## config.mk

```make
export PLATFORM = sky130hd
export DESIGN_NAME = touch_contact_message_tracker_core
export DESIGN_NICKNAME = d
export VERILOG_FILES = /design/src/rtl/tcmt_pkg.sv /design/src/rtl/tcmt_contact_update.sv /design/src/rtl/touch_contact_message_tracker_core.sv
export SDC_FILE = /design/constraint.sdc
export NUM_CORES = 1
export LEC_CHECK = 0
export ABC_CLOCK_PERIOD_IN_PS = 8800
export BUFFER_PORTS_ARGS = -buffer_cell sky130_fd_sc_hd__buf_2
export CAP_MARGIN = 20
export CORE_MARGIN = 5
export CORE_UTILIZATION = 39
export DETAILED_ROUTE_END_ITERATION = 16
export HOLD_SLACK_MARGIN = 0.03
export PLACE_DENSITY = 0.65
export SLEW_MARGIN = 0
export SYNTH_ARGS = -nofsm -noshare
export SYNTH_HDL_FRONTEND = slang
export SYNTH_HIERARCHICAL = 1
export SYNTH_SLANG_ARGS = --single-unit
```

## constraint.sdc

```tcl
create_clock -name clk_i -period 8.8 [get_ports clk_i]
set_input_delay 0.44 -clock clk_i [delete_from_list [all_inputs] [get_ports clk_i]]
set_output_delay 0.44 -clock clk_i [all_outputs]
set_load 0.005 [all_outputs]
```

## src/rtl/tcmt_pkg.sv

```systemverilog
package tcmt_pkg;

  localparam int unsigned CONTACTS = 10;
  localparam int unsigned CI_W     = 4;

  localparam int unsigned IN_TDATA_W  = 56;
  localparam int unsigned OUT_TDATA_W = 56;
  localparam int unsigned OUT_TUSER_W = 3;

  localparam int unsigned CFG_IDX_W  = 3;
  localparam int unsigned CFG_DATA_W = 8;

  localparam logic [7:0] HOVER_THRESHOLD_RST = 8'd6;

  // result kind, carried on tuser
  typedef enum logic [2:0] {
    KIND_SCREEN    = 3'd0,
    KIND_CONTACT   = 3'd1,
    KIND_SELF_TEST = 3'd2,
    KIND_COMMAND   = 3'd3,
    KIND_UNHANDLED = 3'd4
  } kind_e;

  typedef enum logic [CFG_IDX_W-1:0] {
    CFG_SCREEN_ID        = 3'd0,
    CFG_FIRST_CONTACT_ID = 3'd1,
    CFG_CONTACTS_IN_USE  = 3'd2,
    CFG_SELF_TEST_ID     = 3'd3,
    CFG_COMMAND_ID       = 3'd4,
    CFG_SELF_TEST_PRES   = 3'd5,
    CFG_HOVER_THRESHOLD  = 3'd6
  } cfg_idx_e;

  // contact event codes (byte 0, bits 3..0)
  localparam logic [3:0] EV_MOVE        = 4'd1;
  localparam logic [3:0] EV_UNSUP       = 4'd2;
  localparam logic [3:0] EV_SUP         = 4'd3;
  localparam logic [3:0] EV_DOWN        = 4'd4;
  localparam logic [3:0] EV_UP          = 4'd5;
  localparam logic [3:0] EV_UNSUP_SUP   = 4'd6;
  localparam logic [3:0] EV_UNSUP_UP    = 4'd7;
  localparam logic [3:0] EV_DOWN_SUP    = 4'd8;

  // contact type codes (byte 0, bits 6..4)
  localparam logic [2:0] TY_FINGER = 3'd1;
  localparam logic [2:0] TY_STYLUS = 3'd2;

  localparam logic [1:0] TOOL_UNKNOWN = 2'd0;

  localparam int unsigned CMD_RESET_BIT = 7;

  typedef struct packed {
    logic [1:0]  tool;
    logic        tip;
    logic        in_view;
    logic        conf;
    logic [15:0] x;
    logic [15:0] y;
  } contact_rec_t;

  // decoded contact message handed to the record update
  typedef struct packed {
    logic [7:0] byte0;
    logic [7:0] byte1;
    logic [7:0] byte2;
    logic [7:0] byte3;
    logic [7:0] byte4;
    logic [7:0] byte5;
  } msg_bytes_t;

endpackage

```

## src/rtl/tcmt_contact_update.sv

```systemverilog
module tcmt_contact_update
  import tcmt_pkg::*;
(
  input  contact_rec_t rec_i,
  input  msg_bytes_t   msg_i,
  input  logic [7:0]   hover_threshold_i,
  output contact_rec_t rec_o
);

  logic [3:0] ev;
  logic [2:0] ty;
  logic       pos_upd;

  assign ev = msg_i.byte0[3:0];
  assign ty = msg_i.byte0[6:4];

  assign pos_upd = (ev == EV_MOVE) || (ev == EV_DOWN) || (ev == EV_DOWN_SUP) ||
                   (ev == EV_UP) || (ev == EV_UNSUP_UP) || (ev == EV_UNSUP);

  always_comb begin
    rec_o          = rec_i;
    rec_o.tool     = ((ty == TY_FINGER) || (ty == TY_STYLUS)) ? ty[1:0] : TOOL_UNKNOWN;
    rec_o.in_view  = 1'b1;
    // unknown types leave the tip alone
    if (ty == TY_FINGER) begin
      if ((ev == EV_DOWN) || (ev == EV_MOVE)) rec_o.tip = 1'b1;
    end else if (ty == TY_STYLUS) begin
      rec_o.tip = (msg_i.byte5 > hover_threshold_i);
    end
    // lift events win over any press
    if ((ev == EV_UP) || (ev == EV_UNSUP_SUP)) rec_o.tip = 1'b0;
    if (pos_upd) begin
      rec_o.x = {msg_i.byte2, msg_i.byte1};
      rec_o.y = {msg_i.byte4, msg_i.byte3};
    end
    rec_o.conf = !((ev == EV_SUP) || (ev == EV_UNSUP_SUP) || (ev == EV_DOWN_SUP));
  end

endmodule

```

## src/rtl/touch_contact_message_tracker_core.sv

```systemverilog
// Touch contact message tracker. Each input beat is one controller message
// (message id plus six data bytes); each output beat is one classified result.
// The id is matched in priority order against the screen-status id, the
// self-test id, the contact id range (first contact id onward,
// contacts_in_use ids, capped at CONTACTS, none when zero) and the command id;
// anything else is reported as unhandled with its status byte. A screen
// message with zero fingers clears tool, tip, in-range and confidence of all
// contacts. Contact messages update a per-contact record held in flops and
// return the updated record. Timing: one message per clock while the output
// is not back-pressured; a message lands in the input register, the record
// update and classification are done in combinational logic after it, and
// the result is then registered in the output register, together with the
// table read-modify-write, so back-to-back messages to the same contact see
// each other's updates. Configuration writes take effect on the next edge
// and are expected only while the block is idle. No clearing pass: reset
// clears the table at once.
module touch_contact_message_tracker_core
  import tcmt_pkg::*;
(
  input  logic                   clk_i,
  input  logic                   rst_ni,

  input  logic                   cfg_we_i,
  input  logic [CFG_IDX_W-1:0]   cfg_index_i,
  input  logic [CFG_DATA_W-1:0]  cfg_wdata_i,

  input  logic                   s_axis_tvalid,
  output logic                   s_axis_tready,
  // [7:0] message id, [15:8] byte0, [23:16] byte1, [31:24] byte2,
  // [39:32] byte3, [47:40] byte4, [55:48] byte5
  input  logic [IN_TDATA_W-1:0]  s_axis_tdata,

  output logic                   m_axis_tvalid,
  input  logic                   m_axis_tready,
  // [3:0] contact_index, [5:4] tool_kind, [6] tip_down, [7] in_range_flag,
  // [8] confident, [24:9] pos_x, [40:25] pos_y, [41] all_cleared,
  // [42] run_self_test, [50:43] status_byte, [55:51] zero
  output logic [OUT_TDATA_W-1:0] m_axis_tdata,
  // [2:0] kind
  output logic [OUT_TUSER_W-1:0] m_axis_tuser
);

  // configuration registers
  logic [7:0] screen_id_q, first_id_q, self_test_id_q, command_id_q, hover_thr_q;
  logic [3:0] contacts_in_use_q;
  logic       self_test_pres_q;

  always_ff @(posedge clk_i or negedge rst_ni) begin
    if (!rst_ni) begin
      screen_id_q       <= '0;
      first_id_q        <= '0;
      contacts_in_use_q <= '0;
      self_test_id_q    <= '0;
      command_id_q      <= '0;
      self_test_pres_q  <= 1'b0;
      hover_thr_q       <= HOVER_THRESHOLD_RST;
    end else if (cfg_we_i) begin
      unique case (cfg_index_i)
        CFG_SCREEN_ID:        screen_id_q       <= cfg_wdata_i;
        CFG_FIRST_CONTACT_ID: first_id_q        <= cfg_wdata_i;
        CFG_CONTACTS_IN_USE:  contacts_in_use_q <= cfg_wdata_i[3:0];
        CFG_SELF_TEST_ID:     self_test_id_q    <= cfg_wdata_i;
        CFG_COMMAND_ID:       command_id_q      <= cfg_wdata_i;
        CFG_SELF_TEST_PRES:   self_test_pres_q  <= cfg_wdata_i[0];
        CFG_HOVER_THRESHOLD:  hover_thr_q       <= cfg_wdata_i;
        default: ;
      endcase
    end
  end

  // pipeline control: input register, then result register
  logic s1_valid_q, out_valid_q, advance;

  assign advance       = !out_valid_q || m_axis_tready;
  assign s_axis_tready = !s1_valid_q || advance;

  logic [7:0] id_q;
  msg_bytes_t msg_q;

  always_ff @(posedge clk_i or negedge rst_ni) begin
    if (!rst_ni) begin
      s1_valid_q  <= 1'b0;
      out_valid_q <= 1'b0;
    end else begin
      if (s_axis_tready) s1_valid_q  <= s_axis_tvalid;
      if (advance)       out_valid_q <= s1_valid_q;
    end
  end

  always_ff @(posedge clk_i) begin
    if (s_axis_tvalid && s_axis_tready) begin
      id_q  <= s_axis_tdata[7:0];
      msg_q <= {s_axis_tdata[15:8], s_axis_tdata[23:16], s_axis_tdata[31:24],
                s_axis_tdata[39:32], s_axis_tdata[47:40], s_axis_tdata[55:48]};
    end
  end

  // classification
  logic [3:0]      n_used;
  logic [7:0]      id_diff;
  logic            contact_hit;
  logic [CI_W-1:0] ci;

  assign n_used       = (contacts_in_use_q > CI_W'(CONTACTS)) ? CI_W'(CONTACTS)
                                                               : contacts_in_use_q;
  assign id_diff      = id_q - first_id_q;
  assign contact_hit  = (n_used != '0) && (id_q >= first_id_q) &&
                        (id_diff < {4'd0, n_used});
  assign ci           = id_diff[CI_W-1:0];

  kind_e kind;

  always_comb begin
    priority if (id_q == screen_id_q) kind = KIND_SCREEN;
    else if (id_q == self_test_id_q)  kind = KIND_SELF_TEST;
    else if (contact_hit)             kind = KIND_CONTACT;
    else if (id_q == command_id_q)    kind = KIND_COMMAND;
    else                              kind = KIND_UNHANDLED;
  end

  // contact table
  contact_rec_t table_q [CONTACTS];
  contact_rec_t rec_new;
  logic         clear_all;
  logic         fire;

  assign fire      = s1_valid_q && advance;
  assign clear_all = (kind == KIND_SCREEN) && (msg_q.byte1 == 8'd0);

  tcmt_contact_update u_update (
    .rec_i             (table_q[ci]),
    .msg_i             (msg_q),
    .hover_threshold_i (hover_thr_q),
    .rec_o             (rec_new)
  );

  always_ff @(posedge clk_i or negedge rst_ni) begin
    if (!rst_ni) begin
      for (int k = 0; k < CONTACTS; k++) table_q[k] <= '0;
    end else if (fire) begin
      if (clear_all) begin
        for (int k = 0; k < CONTACTS; k++) begin
          table_q[k].tool     <= TOOL_UNKNOWN;
          table_q[k].tip      <= 1'b0;
          table_q[k].in_view  <= 1'b0;
          table_q[k].conf     <= 1'b0;
        end
      end else if (kind == KIND_CONTACT) begin
        table_q[ci] <= rec_new;
      end
    end
  end

  // result assembly
  logic [OUT_TDATA_W-1:0] res_d, res_q;
  kind_e                  kind_q;
  contact_rec_t           rec_out;
  logic [7:0]             status_d;
  logic                   run_st_d;

  always_comb begin
    rec_out  = (kind == KIND_CONTACT) ? rec_new : '0;
    status_d = ((kind == KIND_SELF_TEST) || (kind == KIND_COMMAND) ||
                (kind == KIND_UNHANDLED)) ? msg_q.byte0 : 8'd0;
    run_st_d = (kind == KIND_COMMAND) && self_test_pres_q && msg_q.byte0[CMD_RESET_BIT];
    res_d    = {5'd0, status_d, run_st_d, clear_all, rec_out.y, rec_out.x,
                rec_out.conf, rec_out.in_view, rec_out.tip, rec_out.tool,
                (kind == KIND_CONTACT) ? ci : CI_W'(0)};
  end

  always_ff @(posedge clk_i) begin
    if (fire) begin
      res_q  <= res_d;
      kind_q <= kind;
    end
  end

  assign m_axis_tvalid = out_valid_q;
  assign m_axis_tdata  = res_q;
  assign m_axis_tuser  = kind_q;

`ifndef ASSERT_OFF
  a_ready_only_stalls: assert property (@(posedge clk_i) disable iff (!rst_ni)
    !s_axis_tready |-> (s1_valid_q && out_valid_q && !m_axis_tready))
    else $error("input stalled without a stalled output");

  a_accept_loads: assert property (@(posedge clk_i) disable iff (!rst_ni)
    (s_axis_tvalid && s_axis_tready) |=> s1_valid_q)
    else $error("accepted beat missing from input register");

  a_contact_fields_zero: assert property (@(posedge clk_i) disable iff (!rst_ni)
    (m_axis_tvalid && (m_axis_tuser != KIND_CONTACT)) |-> (m_axis_tdata[40:0] == '0))
    else $error("contact fields set on non-contact result");

  a_cleared_only_screen: assert property (@(posedge clk_i) disable iff (!rst_ni)
    (m_axis_tvalid && m_axis_tdata[41]) |-> (m_axis_tuser == KIND_SCREEN))
    else $error("all_cleared on non-screen result");

  a_index_bound: assert property (@(posedge clk_i) disable iff (!rst_ni)
    (fire && (kind == KIND_CONTACT)) |-> ({4'd0, ci} < 8'(CONTACTS)))
    else $error("contact index beyond table");
`endif

endmodule
```

==> flow_metrics.tcl <==
set metrics [dict create \
    outcome "finished, final reports clean" \
    hold_ws_ns 0.1359 \
    numPortBuffers 127 \
    r2r-end "table_q[300]$_DFFE_PN0P_" \
    crit_start "id_q[2]$_DFFE_PP_" \
    die_w_um 254.3 \
    hold_viol_final 0 \
    holdCritPathClass "in -> reg" \
    relSlewSlack_pct 32.86 \
    preCtsSetupSlack_ns 2.680 \
    critPathLaunchType "flop" \
    numCtsBuffers 52 \
    vdd_drop_max_mv 0.1830 \
    grt_use_total_pct 16.60 \
    use_met2_pct 27.45 \
    setup_violations 0 \
    layout_setup_ws_ns 2.683 \
    placeableCoreArea_um2 59020 \
    via_count 13070 \
    fp.dieArea_um2 64660 \
    fin_crit_sh_pct 69.51 \
    via_per_inst 5.308 \
    first_iter_violations 894 \
    reg2reg_depth 16 \
    drtPass1Iterations 8 \
    place_congestion 0.7819 \
    whs_path_depth 3 \
    tightest_slew_ns 1.007 \
    power_leakage_nw 11.93 \
    grt_use_met1_pct 22.89 \
    busiest_layer "met2" \
    fin_setup_tns_ns 0 \
    slew_viol_final 0 \
    clockBufferDepth 3 \
    cts_tree "done" \
    place_inst 2307 \
    synth_warnings 6 \
    worstSetupPathType "reg -> reg" \
    cts.clk_slew.worst_paths_ns 0.06 \
    grt_pass1_vias 14320 \
    r2r_slack_ns 2.68 \
    fin_crit_ns 6.117 \
    wire_per_inst_um 21.83 \
    hp-start "m_axis_tready" \
    r2r-start "id_q[2]$_DFFE_PP_" \
    root_buffer "clkbuf_16" \
    die_h_um 254.3 \
    cp-end-kind "flop" \
    cts_sinks 487 \
    nFillCells 5216 \
    start_util_pct 39.44 \
    layout-area-overhead-vs-synth_pct 13.99 \
    grt_pass1_wl_um 84650 \
    skew_ns 0.01678 \
    met3_usage_pct 2.957 \
    hpwl_um 32210 \
    grt_max_degree 133 \
    drc 0 \
    fmax_ghz 0.1635 \
    wl_um 53780 \
    worst_ep_required_time_ns 9.28 \
    hold_end "m_axis_tvalid$_DFFE_PN0P_" \
    avgSynthCellArea_um2 15.37 \
    synthCells 1514 \
    drive_above_1_share_pct 41.42 \
    rsz0062_at_grt "no" \
    diodes 0 \
    post_cts_resized 0 \
    clk_latency_ns 0.60 \
    p_per_area_nw_per_um2 212.7 \
    syn_area_um2 23270 \
    crit_fanout 50 \
    finalNetCount 1740 \
    antenna_left 0 \
    htree_levels 2 \
    rows 89 \
    cp.arrival_ns 6.60 \
    stdcell_count 2463 \
    antenna_found_initial 0 \
    maxCapViolCount 0 \
    grt_overflow 0 \
    ios 133 \
]
## stage by stage
| step | instance area [um2] | utilization [%] | power [W] |
|---|---|---|---|
| 2_1_floorplan | 23290 | - | 0.003105 |
| 3_3_place_gp | 24180 | 40.97 | 0.003390 |
| 3_5_place_dp | 24180 | 40.97 | 0.003411 |
| 4_1_cts | 26520 | 44.93 | 0.005707 |
| 5_1_grt | 26530 | 44.95 | 0.005869 |
| 6_report | 26530 | 44.95 | 0.005643 |
## registers in the layout, summed over array words and instances (netlist names)
name               count
screen_id_q            8
hover_thr_q            8
command_id_q           8
table_q              330
first_id_q             8
contacts_in_use_q      4
m_axis_tuser           3
msg_q                 48
self_test_id_q         8
s1_valid_q             1
m_axis_tvalid          1
id_q                   8
self_test_pres_q       1
m_axis_tdata          51
## worst max-delay path, stage by stage (launching register included)
cell and delay [ns]:
edfxtp_1 0.48, ha_1 0.42, nor2_1 0.07, a21oi_1 0.23, nor2_1 0.12, nor2_4 0.09, buf_4 0.62, ha_1 0.40
o211ai_1 0.11, a41oi_1 0.09, a2111oi_4 0.38, nand4_1 0.20, nor4b_4 0.59, buf_4 0.66, nor4b_4 0.50, buf_4 0.60
mux2_2 0.40
## layer usage
metal	wire length (um)	share of wire, %
met3	2532	4.7
met4	1062	2.0
met2	26000	48
met1	24180	45
met5	0	0
## cells in the final DEF (no fill, tap or decap), types with 7 or more instances in the layout
master           n
dfrtp_1        375
mux2_4         215
mux2_2         164
buf_2          126
edfxtp_1       110
nand2_1         93
mux4_2          66
dlygate4sd3_1   58
clkbuf_16       54
and2_1          49
a21oi_1         47
a221o_1         34
inv_1           27
buf_4           25
ha_1            18
xnor2_1         17
o21ai_0         15
clkbuf_1        14
nor2_1          11
nand2b_1        10
nand3_1         10
mux2_1          10
xor2_1           9
nor4_1           8
clkinv_2         8
mux2i_1          8
nand4_1          7
clkinv_1         7
## power breakdown
group          switching (W)  internal, W
combinational       0.000549     0.000336
clock               0.000913      0.00135
sequential         0.0000648      0.00243
total                0.00153      0.00412
## final cells by class
| cell class | instances | area (um2) | share of cell area, % |
|---|---|---|---|
| Tap cell | 773 | 967.2 | 3.646 |
| Clock inverter | 22 | 270.3 | 1.019 |
| Sequential cell | 487 | 12740 | 48.02 |
| Inverter | 29 | 110.1 | 0.4150 |
| Timing Repair Buffer | 213 | 1449 | 5.461 |
| Multi-Input combinational cell | 865 | 9508 | 35.84 |
| Clock buffer | 74 | 1486 | 5.603 |
## how the worst max path moves through the flow
stage	endpoint	slack (ns)	cells past startpoint
floorplan	table_q[116]$_DFFE_PN0P_	4.51	17
global placement	table_q[299]$_DFFE_PN0P_	2.83	16
detailed placement	table_q[311]$_DFFE_PN0P_	2.68	16
CTS	table_q[298]$_DFFE_PN0P_	2.64	16
global route	table_q[311]$_DFFE_PN0P_	2.30	16
finish	table_q[300]$_DFFE_PN0P_	2.68	16
## timing repair
action	CTS	global route
buffers inserted	0	0
hold buffers	58	0
hold endpoints to repair	175	0
endpoints found under the setup margin	0	0
Note: power is estimated with default switching activity, not from simulation.
